===== src/rtl/tftr_divider.sv =====
// Restoring divider, one quotient bit per cycle while busy.
module tftr_divider #(
    parameter int NUM_W = 34,
    parameter int DEN_W = 17
) (
    input  logic             aclk,
    input  logic             aresetn,
    input  logic             start,
    input  logic [NUM_W-1:0] numer,
    input  logic [DEN_W-1:0] denom,
    output logic             done,
    output logic [NUM_W-1:0] quot
);

    localparam int CNT_W = $clog2(NUM_W + 1);

    logic             busy_reg;
    logic [CNT_W-1:0] cnt_reg;
    logic [NUM_W-1:0] q_reg;
    logic [DEN_W:0]   rem_reg;
    logic [DEN_W-1:0] den_reg;
    logic [DEN_W:0]   shifted;
    logic             ge;

    assign shifted = {rem_reg[DEN_W-1:0], q_reg[NUM_W-1]};
    assign ge      = shifted >= {1'b0, den_reg};

    always_ff @(posedge aclk) begin
        if (!aresetn) begin
            busy_reg <= 1'b0;
            done     <= 1'b0;
        end else begin
            done <= 1'b0;
            if (start) begin
                busy_reg <= 1'b1;
                cnt_reg  <= CNT_W'(NUM_W);
            end else if (busy_reg) begin
                cnt_reg <= cnt_reg - 1'b1;
                if (cnt_reg == CNT_W'(1)) begin
                    busy_reg <= 1'b0;
                    done     <= 1'b1;
                end
            end
        end
        if (start) begin
            q_reg   <= numer;
            rem_reg <= '0;
            den_reg <= denom;
        end else if (busy_reg) begin
            rem_reg <= ge ? (shifted - {1'b0, den_reg}) : shifted;
            q_reg   <= {q_reg[NUM_W-2:0], ge};
        end
    end

    assign quot = q_reg;

endmodule


===== config.mk =====
export PLATFORM = sky130hd
export DESIGN_NAME = tftr_divider
export DESIGN_NICKNAME = d
export VERILOG_FILES = /design/src/rtl/tftr_divider.sv
export SDC_FILE = /design/constraint.sdc
export NUM_CORES = 1
export LEC_CHECK = 0
export BUFFER_PORTS_ARGS = -buffer_cell sky130_fd_sc_hd__buf_2
export CAP_MARGIN = 20
export CORE_ASPECT_RATIO = 0.5
export CORE_MARGIN = 3
export CORE_UTILIZATION = 40
export DETAILED_ROUTE_END_ITERATION = 8
export PLACE_DENSITY = 0.72
export SYNTH_ARGS = -nofsm -noshare
export SYNTH_HDL_FRONTEND = slang
export SYNTH_SLANG_ARGS = --single-unit

===== constraint.sdc =====
create_clock -name aclk -period 2.9 [get_ports aclk]
set_input_delay 0.435 -clock aclk [delete_from_list [all_inputs] [get_ports aclk]]
set_output_delay 0.435 -clock aclk [all_outputs]
set_load 0.1 [all_outputs]

==> key figures <==
Layout
  – Most frequent cells in the layout: buf_2 (88), edfxtp_1 (57), mux2_2 (33)
  – Footprint of the multi-input gates: approximately 0.0017 mm2
  – Most common cell after layout, fill and taps aside: buf_2
  – Max reg flops: 34
  – Area Overhead vs Synth: 22.7%
  – Seq. cell area: 0.00209 mm2
  – N_diodes: 0
  – Fin area: 0.00490 mm2
  – Share of layout cells above drive strength 1: 0.330
  – Final Util: 0.512
  – # fillers: 877
  – Layout Nets: 517

Clock network
  – Clk_lat worst skew: approximately 0.34 ns
  – CTS tree: yes
  – Hold Buf Count CTS: 0
  – Clock Pin Slew Worst Setup and Hold Paths: approximately 0.06 ns
  – Clock tree root driver cell: clkbuf_16
  – Post-CTS sizing: 0
  – H-tree levels: 3
  – Clock tree sinks: 76
  – Clock Path Buffers: 2
  – Post-CTS repair timing setup buffer count: 0
  – Num CTS Buffers: 9

Power and ir drop
  – Power per cell area: around 650 mW/mm2
  – Leak: 0.00210 uW
  – Total Power: ~3200 uW
  – Maximum vdd ir drop: between 0.2 and 0.3 mV

Critical path
  – CP max FO: 16
  – Arr. time, crit path: 2.93 ns
  – Setup crit start kind: flop
  – Setup CP Type: reg -> reg
  – CP endpoint kind: flop
  – CP Data Required Time: between 3 and 4 ns

Route
  – First-iteration detailed-routing DRC count: ~180
  – Avg WL per Cell: between 10 and 15 um
  – Initial DRT Pass Iterations: 4
  – DRC: 0
  – Routed via count: slightly below 3k
  – Drt total wl: between 8 and 9 mm
  – Routed Antenna Nets: 0
  – DR vias/cell: about 5.1

Timing
  – Tightest Pin Transition: a little over 0.9 ns
  – Final min period: 2.73 ns
  – Fin. max-slew vios: 0
  – Worst relative slew slack: 0.394
  – Final worst-path cycle share: 0.942
  – RSZ-0062 raised after global routing: no
  – Hold Vio Cnt, Final: 0
  – Fmax: around 370 MHz
  – Final setup fails: 0
  – Clock skew: 0.00492 ns
  – Final TNS setup: 0 ns
  – Worst hold margin: ~0.27 ns

Synth
  – Yosys warnings: 0
  – Count of different cell masters after synthesis: 49
  – Number of synthesized flops with an enable pin: 57
  – Syn nets: ~420
  – Synth Flop Type: edfxtp_1
  – Asr flop ratio synth: 0
  – Mapped Cells: roughly 350
  – Mean Syn Cell Area: 11.5 um2
  – Post-synthesis sequential area ratio: 0.524
  – Mapped Area: roughly 0.004 mm2
  – Flops & latches, synth: 76

Place
  – Hpwl dp: around 6.4 mm
  – # port buffers: 88
  – Routability cong.: ~0.85
  – Post-Place Cell Area: about 0.0046 mm2

Floorplanning
  – Die height: around 77 um
  – I/O pin total: 89
  – Die ar.: between 0.01 and 0.015 mm2
  – Starting density of the core: 0.417
  – Row count: 25
  – Core footprint: between 0.009 and 0.01 mm2
  – Die width: roughly 150 um

Global route
  – Routing usage on met1: 0.203
  – Overflow after GRT: 0
  – Pin count of the biggest net entering global routing: 35
  – Global-route met2 utilization: 0.271
  – Vias in the first global route: roughly 3.0k
  – Initial antenna violation count: 0
  – GR Util All Layers: 0.164
  – GR Layer Usage met3: 0.0523
  – Most Crowded Layer GR: met2
  – First-pass GRT wire length: between 10 and 15 mm

Hold path
  – Hold crit path type: in -> reg

Job
  – Max-cap viol count: 0

Status
  – Status: finished, final reports clean
## cells in the mapped netlist (9+ instances only)
library cell | number | area [um2]
nor2_1 | 25 | 93.8
a211oi_1 | 9 | 67.6
o21ai_0 | 15 | 75.1
inv_1 | 26 | 97.6
mux2_2 | 33 | 372
nand2_1 | 22 | 82.6
xnor2_1 | 9 | 78.8
edfxtp_1 | 57 | 1710
a21oi_1 | 18 | 90.1
ha_1 | 19 | 238
dfxtp_1 | 19 | 380
## metrics by stage
stage,cells,worst slack [ns]
2_1_floorplan,347,-0.120
3_3_place_gp,567,0.345
3_5_place_dp,567,0.218
4_1_cts,583,0.169
5_1_grt,583,0.0195
6_report,583,0.169
## worst max-delay path, stage by stage, from the launching register on
cell,delay [ns]
edfxtp_1,0.39
inv_1,0.07
ha_2,0.17
inv_2,0.04
fa_2,0.34
a21o_1,0.20
a221o_1,0.40
a211oi_2,0.23
o31a_1,0.22
buf_4,0.23
mux2i_1,0.21
o21ai_0,0.10
## logic make-up (layout without fill, tap and decap cells)
group	count (synthesis)	count (layout)	synth area share
multiplexers	41	41	0.113
AO/OA/AOI/OAI	73	73	0.123
flip-flops	76	76	0.524
buffers and inverters	39	140	0.0432
XOR/XNOR	15	15	0.0329
AND/OR/NAND/NOR	83	83	0.0990
adder cells (fa/ha/maj)	20	20	0.0646
## cell type report
type	instances	share of cell area
Clock buffer	9	0.0460
Timing Repair Buffer	98	0.105
Sequential cell	76	0.427
Tap cell	135	0.0345
Clock inverter	7	0.0118
Inverter	26	0.0199
Multi-Input combinational cell	232	0.355
## path summary, 6_finish.rpt
kind,startpoint,end,slack (ns),cells after the start
worst max-delay path,quot[33],rem_reg[8],0.17,11
worst min-delay path,denom[9],den_reg[9],0.27,1
worst max register to register,quot[33],rem_reg[8],0.17,11
worst min register to register,rem_reg[16],rem_reg[16],0.48,2
## power by group
part | internal, uW | switching, uW | leakage [uW]
Sequential | 1270 | 43.2 | 0.000720
Clock | 652 | 416 | 0.000137
Combinational | 203 | 581 | 0.00124
Total | 2130 | 1040 | 0.00210
## layer usage
metal  vias to the layer above  share of wire
met3                        14          0.045
met1                      1395           0.45
met4                         0          0.019
met2                        72           0.49
li1                       1487              -
met5                         -              0
(Power assumes the default switching activity.)
