File: src/rtl/tftr_pkg.sv
// Types and constants for the transfer function table resampler.
package tftr_pkg;

    localparam logic [1:0] CMD_CLEAR  = 2'd0;
    localparam logic [1:0] CMD_APPEND = 2'd1;
    localparam logic [1:0] CMD_EVAL   = 2'd2;

    localparam logic [1:0] STATUS_OK      = 2'd0;
    localparam logic [1:0] STATUS_NO_KEYS = 2'd1;
    localparam logic [1:0] STATUS_BAD_BIN = 2'd2;

    localparam int POS_W   = 17;
    localparam int CHAN_W  = 16;
    localparam int COLOR_W = 64;
    localparam logic [POS_W-1:0] MIN_GAP = 17'd6;

    typedef struct packed {
        logic [1:0]  cmd;
        logic [16:0] intensity;
        logic [15:0] red_in;
        logic [15:0] green_in;
        logic [15:0] blue_in;
        logic [15:0] alpha_in;
        logic [9:0]  bin_index;
    } in_item_t;

    typedef struct packed {
        logic [15:0] red_out;
        logic [15:0] green_out;
        logic [15:0] blue_out;
        logic [15:0] alpha_out;
        logic [1:0]  status;
    } out_item_t;

    // Search token that walks down the key chain.
    typedef struct packed {
        logic                 valid;
        logic                 found;
        logic [POS_W-1:0]     pos;
        logic [POS_W-1:0]     prev_pos;
        logic [COLOR_W-1:0]   prev_color;
        logic [POS_W-1:0]     hit_pos;
        logic [COLOR_W-1:0]   hit_color;
        logic                 first;
    } search_t;

endpackage

File: src/rtl/tftr_key_cell.sv
// One key slot: holds a key and compares the passing search token.
module tftr_key_cell (
    input  logic                         aclk,
    input  logic                         aresetn,
    input  logic                         clear,
    input  logic                         load,
    input  logic [tftr_pkg::POS_W-1:0]   load_pos,
    input  logic [tftr_pkg::COLOR_W-1:0] load_color,
    input  tftr_pkg::search_t            tok_in,
    output tftr_pkg::search_t            tok_out
);

    logic                         full_reg;
    logic [tftr_pkg::POS_W-1:0]   pos_reg;
    logic [tftr_pkg::COLOR_W-1:0] color_reg;
    tftr_pkg::search_t            tok_reg;
    tftr_pkg::search_t            tok_next;

    always_ff @(posedge aclk) begin
        if (!aresetn || clear) begin
            full_reg <= 1'b0;
        end else if (load) begin
            full_reg <= 1'b1;
        end
        if (load) begin
            pos_reg   <= load_pos;
            color_reg <= load_color;
        end
    end

    always_comb begin
        tok_next = tok_in;
        if (tok_in.valid && !tok_in.found && full_reg) begin
            if (tok_in.pos <= pos_reg) begin
                tok_next.found     = 1'b1;
                tok_next.hit_pos   = pos_reg;
                tok_next.hit_color = color_reg;
            end else begin
                tok_next.first      = 1'b0;
                tok_next.prev_pos   = pos_reg;
                tok_next.prev_color = color_reg;
            end
        end
    end

    always_ff @(posedge aclk) begin
        if (!aresetn) begin
            tok_reg.valid <= 1'b0;
        end else begin
            tok_reg.valid <= tok_next.valid;
        end
        tok_reg.found      <= tok_next.found;
        tok_reg.pos        <= tok_next.pos;
        tok_reg.prev_pos   <= tok_next.prev_pos;
        tok_reg.prev_color <= tok_next.prev_color;
        tok_reg.hit_pos    <= tok_next.hit_pos;
        tok_reg.hit_color  <= tok_next.hit_color;
        tok_reg.first      <= tok_next.first;
    end

    assign tok_out = tok_reg;

endmodule

File: config.mk
export PLATFORM = sky130hd
export DESIGN_NAME = tftr_key_cell
export DESIGN_NICKNAME = d
export VERILOG_FILES = /design/src/rtl/tftr_pkg.sv /design/src/rtl/tftr_key_cell.sv
export SDC_FILE = /design/constraint.sdc
export NUM_CORES = 1
export LEC_CHECK = 0
export ABC_AREA = 0
export BUFFER_PORTS_ARGS = -buffer_cell sky130_fd_sc_hd__buf_2
export CORE_AREA = 3 3 174 176
export CTS_BUF_LIST = sky130_fd_sc_hd__clkbuf_16
export DETAILED_ROUTE_END_ITERATION = 8
export DIE_AREA = 0 0 177 179
export PLACE_DENSITY = 0.58
export SKIP_LAST_GASP = 1
export SYNTH_ARGS = -nofsm -noshare
export SYNTH_HDL_FRONTEND = slang
export SYNTH_SLANG_ARGS = --single-unit
File: constraint.sdc
create_clock -name aclk -period 2.9 [get_ports aclk]
set_clock_uncertainty 0.1 [all_clocks]
set_input_delay 0.145 -clock aclk [delete_from_list [all_inputs] [get_ports aclk]]
set_output_delay 0.145 -clock aclk [all_outputs]
set_load 0.01 [all_outputs]
==> results.md, run 1 <==
- Clock H-tree levels: 1
- Number of filler instances in the final layout: 2405
- Wire length of the first global-routing pass: 41300 µm
- Fraction of the yosys area taken by sequential cells: 0.714
- Worst vdd ir: 0.503 mV
- Power per standard cell area: 574 nW/µm²
- Final Total Pwr: 8.48 mW
- Site row count: 62
- DRC errors left: 0
- Final min period: 2.65 ns
- Final WL: 28300 µm
- Total routing usage reported by global routing: 0.167
- Final Hold Vio Count: 0
- Post-synthesis area per instance: 16.7 µm²
- Setup crit end kind: flip-flop
- Per-cell routed wire length: 17.2 µm
- Netlist cell types: 26
- Kind of launch point of the worst setup path: flip-flop
- Cell count after synthesis: 511
- Pin count of the biggest net entering global routing: 50
- Die Outline Area: 31700 µm²
- Clock transition at the register clock pins on the worst setup and hold paths after CTS: 0.06 ns
- Crit path max fanout: 39
- Detail Route Antenna Nets: 0
- Area inside the core boundary: 28800 µm²
- Synth-to-Final Area Change: 73.0%
- Final total negative setup slack: 0 ns
- Ys async rst share: 0
- Longest individual stage delay on the worst path: 0.40 ns
- Post-CTS Repair Setup Buffers: 0
- Dpl hpwl: 18700 µm
- Placed Cells incl. Taps: 1331
- Routed vias: 6935
- Arrival time of the worst setup path: 2.96 ns
- Largest register FFs: 182
- Number of maximum-capacitance violations: 0
- Count of final max-slew check failures: 0
- Hold WS: 0.0153 ns
- Iteration-0 DRC count of the detailed router: 200
- Leakage power: 6.67 nW
- Achievable Freq: 0.378 GHz
- Total inserted antenna cells: 0
- Post-detailed-placement cell area: 11200 µm²
- Cells along the critical path: inv_1 > ha_1 > nand4_1 > nor4_2 > nand2_1 > a21boi_4 > buf_12 > mux2_2
- Clock latency on the worst-skew pair: 0.53 ns
- Sinks on the clock net: 264
- Most instantiated flip-flop cell in the synthesis netlist: dfxtp_1
- Cell type of the slowest stage on the worst timing path: mux2_2
- Relative slew margins: 0.644
- Number of synthesized flops with an enable pin: 81
- RSZ-0062 raised after global routing: false
- Initial Util: 0.297
- Required time at the worst-slack endpoint: 3.21 ns
- Clock root buffer: clkbuf_16
- HP Class: in -> reg
- CTS tree: done
- Top library cells by usage in the layout, fill and taps aside: buf_2, dlygate4sd3_1, dfxtp_1, mux2_1, edfxtp_1
- Vertical die dimension: 179 µm
- Total clock buffers created by CTS: 28
- Number of buffers on the longest clock path: 3
- Fin cells: 1649
- NumNets Final: 1527
- Number of antenna violations at the first check in global routing: 1
- Critical setup path kind: reg -> reg
- Cell area after synthesis: 8540 µm²
- Most frequent standard cell in the layout excluding fill and tap cells: buf_2
- Number of setup violations in the final report: 0
- Vias in the first global route: 7617
- FF+latch count, synth: 264
- First drt pass iteration count: 4
- Tcrit/Tclk final: 0.913
- Last weighted congestion value of the routability-driven placer: 0.812
- Post-route cell area: 14800 µm²
- Port buffer count: 448
- Fraction of final layout cells with drive strength greater than 1: 0.449
- Run status: finished, final reports clean
- Post-detailed-route via-to-cell ratio: 4.21
- Synth Net Count: 795
- Worst Max-Slew Pin Slew: 0.535 ns
- Post-cts gate resize count: 0
- Leftover overflow at the end of global routing: 0
- Die width: 177 µm
- # IOs: 449
- Number of warnings printed during yosys synthesis: 0
-- cell type report --
cell class	count	area, µm²	share of cell area
Timing Repair Buffer	719	5010	0.339
Clock inverter	22	116	0.00787
Multi-Input combinational cell	212	2260	0.153
Clock buffer	30	751	0.0508
Tap cell	384	480	0.0325
Sequential cell	264	6100	0.412
Inverter	18	67.6	0.00457
-- per-stage QoR --
stage / setup slack [ns] / utilization
after floorplan: 0.603 / -
after detailed placement: 0.226 / 0.391
final: 0.252 / 0.514
after global placement: 0.313 / 0.391
after CTS: 0.193 / 0.514
after global routing: 0.00116 / 0.514
-- path summary, 6_finish.rpt --
path,slack (ns),endpoint,depth (start not counted),start
worst min-delay path,0.02,color_reg[57],1,load
worst max-delay path,0.25,tok_out[12],8,pos_reg[16]
worst min register to register,0.37,tok_out[138],1,color_reg[56]
worst max register to register,0.25,tok_out[12],8,pos_reg[16]
-- power breakdown --
| group | leakage (nW) | internal [mW] | switching [mW] | total (mW) |
|---|---|---|---|---|
| logic | 3.86 | 0.587 | 0.388 | 0.975 |
| clock network | 0.477 | 1.93 | 1.41 | 3.34 |
| registers | 2.34 | 4.06 | 0.0990 | 4.16 |
| total | 6.67 | 6.58 | 1.90 | 8.48 |
-- logic make-up (layout without fill, tap and decap cells) --
logic type | after synthesis | count (layout) | share of synthesized area
mux | 162 | 162 | 0.214
flops | 264 | 264 | 0.714
simple gates | 19 | 19 | 0.0124
buf+inv | 35 | 789 | 0.0240
fa+ha+maj | 17 | 17 | 0.0249
compound gates | 14 | 14 | 0.0116
-- layer usage --
metal	vias to the layer above	wire length, µm	part of all wire	global-route usage
met1	3229	10500	0.37	0.180
met3	78	2240	0.079	0.0479
met2	340	14300	0.50	0.303
met5	-	0	0	0
li1	3288	-	-	-
met4	0	1280	0.045	0.0717
-- what timing repair did --
item                       CTS  global route
setup endpoints to repair    0             0
hold endpoints to repair   264             0
hold buffers               266             0
-- cells in the mapped netlist (all sizes together) (2+ instances only) --
cell type	n	area, µm²
dfxtp	183	3660
mux2	162	1820
edfxtp	81	2430
inv	18	67.6
buf	17	138
ha	17	213
a21oi	6	30.0
nand2	5	18.8
nor2	4	15.0
nand4	3	18.8
a21boi	2	15.0
a21o	2	15.0
and2	2	12.5
nand3	2	15.0
-- worst max-delay path, delay by kind of cell, from the launching register on --
family	cells	cell delay (ns)
and+or+nand+nor	3	0.72
muxes	1	0.40
DFF	1	0.37
buffers and inverters	2	0.34
adders and majority gates	1	0.29
AOI/OAI and AO/OA	1	0.26
Power figures use the tool's default switching activity.
==> run 2, diff against run 1 <==
- PLACE_DENSITY: 0.58 -> 0.6
- clock period: 2.9 -> 2.2 ns (I/O delays scaled with it)
==> results.md, run 2 (same netlist as run 1, synthesis figures left out) <==
- Wire length of the first global-routing pass: 43700 µm
- Utilization after layout: 0.558
- Register area: 6100 µm²
- Most frequent standard cell in the layout excluding fill and tap cells: buf_2
- Final min period: 2.60 ns
- Kind of launch point of the worst setup path: flip-flop
- Final Worst Setup Slack: -0.399 ns
- Final total negative setup slack: -53.79 ns
- Clock transition at the register clock pins on the worst setup and hold paths after CTS: 0.06 ns
- Post-detailed-route via-to-cell ratio: 4.26
- Top library cells by usage in the layout, fill and taps aside: buf_2, dlygate4sd3_1, dfxtp_1, edfxtp_1, mux2_2
- # IOs: 449
- Site row count: 62
- Port buffer count: 448
- Number of maximum-capacitance violations: 0
- Clock root buffer: clkbuf_16
- Routed vias: 7295
- Die Outline Area: 31700 µm²
- Hold WS: 0.142 ns
- First drt pass iteration count: 4
- Initial Util: 0.297
- Largest register FFs: 182
- Worst vdd ir: 0.723 mV
- Pin count of the biggest net entering global routing: 46
- NumNets Final: 1591
- Run status: finished with violations
- RSZ-0062 raised after global routing: true
- Setup crit end kind: flip-flop
- Final Hold Vio Count: 0
- Worst-case setup slack after placement: -0.386 ns
- Post-route cell area: 16100 µm²
- Fraction of final layout cells with drive strength greater than 1: 0.530
- Leftover overflow at the end of global routing: 0
- CTS tree: done
- Leakage power: 7.43 nW
- DRC errors left: 0
- Critical setup path kind: reg -> reg
- Die width: 177 µm
- Last weighted congestion value of the routability-driven placer: 0.771
- Area inside the core boundary: 28800 µm²
- Footprint of the multi-input gates: 2580 µm²
- Crit path max fanout: 8
- Violations in the final reports: setup timing
- Vertical die dimension: 179 µm
- Achievable Freq: 0.385 GHz
- Arrival time of the worst setup path: 2.93 ns
- Per-cell routed wire length: 18.4 µm
- Required time at the worst-slack endpoint: 2.53 ns
- Number of filler instances in the final layout: 2261
- Dpl hpwl: 18700 µm
- Final WL: 31500 µm
- Iteration-0 DRC count of the detailed router: 204
- Number of setup violations in the final report: 164
- Detail Route Antenna Nets: 0
- Relative slew margins: 0.717
- Count of final max-slew check failures: 0
- Total routing usage reported by global routing: 0.177
- HP Class: in -> reg
- Final Total Pwr: 11.8 mW
- Placed Cells incl. Taps: 1367
- Tcrit/Tclk final: 1.18
- Sinks on the clock net: 264
- Clock H-tree levels: 1
- Post-detailed-placement cell area: 11600 µm²
- Synth-to-Final Area Change: 87.9%
- Clock latency on the worst-skew pair: 0.54 ns
- Vias in the first global route: 8035
- Total clock buffers created by CTS: 28
- Fin cells: 1713
- Number of antenna violations at the first check in global routing: 1
- Worst Max-Slew Pin Slew: 0.423 ns
- Power per standard cell area: 736 nW/µm²
- Number of buffers on the longest clock path: 3
## run 2: changes by cell type in the layout (fill, tap and decap cells not counted), sizes merged
cell	change
clkinv	+1
diode	+1
bufinv	+1
inv	-6
clkbuf	+10
buf	+56
dlygate4sd3	+1
## run 2: timing repair
| action | 4_1_cts | 5_1_grt |
|---|---|---|
| hold buffers | 267 | 0 |
| endpoints found under the hold margin | 280 | 0 |
| endpoints found under the setup margin | 164 | 164 |
| setup buffers | 11 | 6 |
| resized for setup | 67 | 36 |
| cloned | 3 | 8 |
| pin swaps | 7 | 3 |
## run 2: metal layers
metal / up-vias / share of wire / global-route usage
li1: 3425 / - / -
met5: - / 0 / 0
met2: 362 / 0.52 / 0.333
met1: 3440 / 0.37 / 0.190
met4: 0 / 0.035 / 0.0638
met3: 68 / 0.070 / 0.0460
## run 2: worst paths after layout
path / startpoint / to / slack (ns) / cells after the start
min: tok_in[172] / tok_out[172] / 0.14 / 2
min reg2reg: color_reg[13] / tok_out[95] / 0.38 / 1
max: pos_reg[10] / tok_out[33] / -0.40 / 11
max reg2reg: pos_reg[10] / tok_out[33] / -0.40 / 11
## run 2: layout make-up
cell class / instances / share of cell area
Tap cell: 384 / 0.0299
Clock buffer: 33 / 0.0514
Sequential cell: 264 / 0.380
Multi-Input combinational cell: 212 / 0.161
Clock inverter: 18 / 0.00842
Inverter: 18 / 0.00421
Timing Repair Buffer: 783 / 0.365
Antenna cell: 1 / 0.000156
## run 2: critical path, cell delays in order, from the launching register on
cell	delay, ns
edfxtp_1	0.37
inv_2	0.05
ha_4	0.26
nand4_1	0.17
nor4_4	0.29
buf_4	0.17
nand2_4	0.06
a21boi_4	0.21
buf_12	0.16
buf_16	0.16
clkbuf_16	0.15
mux2_2	0.32
## run 2: power by group
group | internal [mW] | switching (mW) | leakage [nW] | total (mW)
clock | 2.89 | 1.94 | 0.506 | 4.83
sequential | 5.36 | 0.125 | 2.34 | 5.48
combinational | 0.915 | 0.575 | 4.59 | 1.49
==> run 3, diff against run 2 <==
- REMOVE_ABC_BUFFERS: not set -> 1
==> results.md, run 3 (same netlist as run 1, synthesis figures left out) <==
- RSZ-0062 raised after global routing: true
- Initial Util: 0.297
- Total inserted antenna cells: 0
- Leakage power: 7.45 nW
- Dpl hpwl: 18600 µm
- Utilization after layout: 0.555
- Per-cell routed wire length: 18.8 µm
- Setup crit end kind: flip-flop
- Worst-case register-to-register setup slack: -0.45 ns
- Worst Max-Slew Pin Slew: 0.352 ns
- Worst-case setup slack after placement: -0.513 ns
- Violations in the final reports: setup timing
- CTS tree: done
- Number of maximum-capacitance violations: 0
- Vias in the first global route: 8115
- Critical setup path kind: reg -> reg
- Placed Cells incl. Taps: 1351
- Crit path max fanout: 7
- Site row count: 62
- Kind of launch point of the worst setup path: flip-flop
- Total clock buffers created by CTS: 28
- Area inside the core boundary: 28800 µm²
- Total routing usage reported by global routing: 0.180
- First drt pass iteration count: 4
- Clock transition at the register clock pins on the worst setup and hold paths after CTS: 0.06 ns
- Tcrit/Tclk final: 1.21
- Count of final max-slew check failures: 0
- DRC errors left: 0
- Last weighted congestion value of the routability-driven placer: 0.744
- Worst vdd ir: 0.562 mV
- Synth-to-Final Area Change: 86.9%
- Worst Hold Path EP: tok_out[171]
- HP Class: in -> reg
- Iteration-0 DRC count of the detailed router: 200
- Power per standard cell area: 704 nW/µm²
- Final Worst Setup Slack: -0.453 ns
- Reg-to-reg startpoint: pos_reg[6]
- NumNets Final: 1587
- Die Outline Area: 31700 µm²
- Proportion of power drawn by the clock network: 0.377
- # IOs: 449
- Clock latency on the worst-skew pair: 0.54 ns
- Switching power share of the total: 0.231
- Top library cells by usage in the layout, fill and taps aside: buf_2, dlygate4sd3_1, dfxtp_1, edfxtp_1, mux2_4
- Clock root buffer: clkbuf_16
- Fin cells: 1709
- Number of buffers on the longest clock path: 3
- Wire length of the first global-routing pass: 44400 µm
- Number of antenna violations at the first check in global routing: 0
- Final Hold Vio Count: 0
- Final total negative setup slack: -65.14 ns
- Achievable Freq: 0.377 GHz
- Relative slew margins: 0.765
- Cell internal power dissipation: 8.64 mW
- Required time at the worst-slack endpoint: 2.52 ns
- Instance count along the most critical hold path: 2
- Cell type of the slowest stage on the worst timing path: edfxtp_1
- Pin count of the biggest net entering global routing: 48
- Sinks on the clock net: 264
- Number of setup violations in the final report: 164
- Longest individual stage delay on the worst path: 0.44 ns
- Most frequent standard cell in the layout excluding fill and tap cells: buf_2
- Total net switching power: 2.59 mW
- Sum of buffers and inverters on the critical path: 6
- Final WL: 32100 µm
- Cells along the critical path: inv_2 > ha_4 > buf_6 > nand2_4 > nor4_4 > buf_4 > nand2_4 > a21boi_4 > buf_12 > buf_4 > buf_16 > mux2_2
- Largest register FFs: 182
- Die width: 177 µm
- Run status: finished with violations
- Clock H-tree levels: 1
- Post-detailed-route via-to-cell ratio: 4.28
- Leftover overflow at the end of global routing: 0
- Count of cells along the worst register-to-register path: 12
- Vertical die dimension: 179 µm
- Category of cells accounting for the largest share of critical-path delay: buffers and inverters
- Arrival time of the worst setup path: 2.98 ns
- Critical R2R Capture: tok_out[36]
- Detail Route Antenna Nets: 0
- Fraction of final layout cells with drive strength greater than 1: 0.515
- Routed vias: 7322
- Source of the worst hold timing path: tok_in[171]
- Combinational group share of total power: 0.135
- Final min period: 2.65 ns
- Portion of total power attributed to sequential cells: 0.488
- Port buffer count: 448
==> run 3: cell types whose count changed in the layout (fill, tap and decap cells not counted), sizes merged <==
cell,delta
buf,-4
bufinv,-2
clkbuf,-4
clkinvlp,+1
diode,-1
inv,+6
==> run 3: worst max path at each step <==
stage                        endpoint  cells after the start        start  slack (ns)
after detailed placement  tok_out[44]                      8  pos_reg[16]       -0.51
final                     tok_out[36]                     12   pos_reg[6]       -0.45
after global placement    tok_out[12]                      8  pos_reg[16]       -0.47
after floorplan           tok_out[10]                      7  pos_reg[16]       -3.68
after CTS                 tok_out[88]                     11  pos_reg[10]       -0.45
after global routing      tok_out[21]                     12   pos_reg[3]       -0.56
==> run 3: repair_timing <==
action	4_1_cts	5_1_grt
endpoints found under the hold margin	278	0
gates resized for setup	49	72
hold buffers	267	0
endpoints found under the setup margin	164	164
pin swaps	5	4
cloned	10	8
setup buffers	13	12
==> run 3: cell type report <==
class / count / area [µm²]
Clock inverter: 23 / 93.8
Tap cell: 384 / 480
Inverter: 18 / 67.6
Clock buffer: 29 / 726
Fill cell: 2269 / 12800
Timing Repair Buffer: 779 / 5870
Multi-Input combinational cell: 212 / 2630
Sequential cell: 264 / 6100
==> run 3: power groups by stage <==
stage	sequential (mW)	clock, mW	combinational [mW]
floorplan	5.65	0	0.235
global placement	5.57	0	0.931
detailed placement	5.57	0	0.942
CTS	5.47	4.33	1.40
global route	5.51	4.52	1.62
finish	5.48	4.24	1.51
==> run 3: through the flow <==
stage / hold slack, ns / cell area [µm²] / total power, mW
after global placement: 0.141 / 11400 / 6.50
after global routing: 0.139 / 16000 / 11.7
after CTS: 0.111 / 15500 / 11.2
after detailed placement: 0.139 / 11400 / 6.52
final: 0.141 / 16000 / 11.2
after floorplan: 0.0377 / 8410 / 5.89
==> run 3: metal layers <==
| metal | part of all wire | up-vias | wire length, µm | GRT usage |
|---|---|---|---|---|
| met5 | 0 | - | 0 | 0 |
| met4 | 0.033 | 0 | 1070 | 0.0632 |
| met3 | 0.075 | 60 | 2410 | 0.0504 |
| met2 | 0.50 | 363 | 16200 | 0.331 |
| met1 | 0.39 | 3491 | 12400 | 0.199 |
| li1 | - | 3408 | - | - |
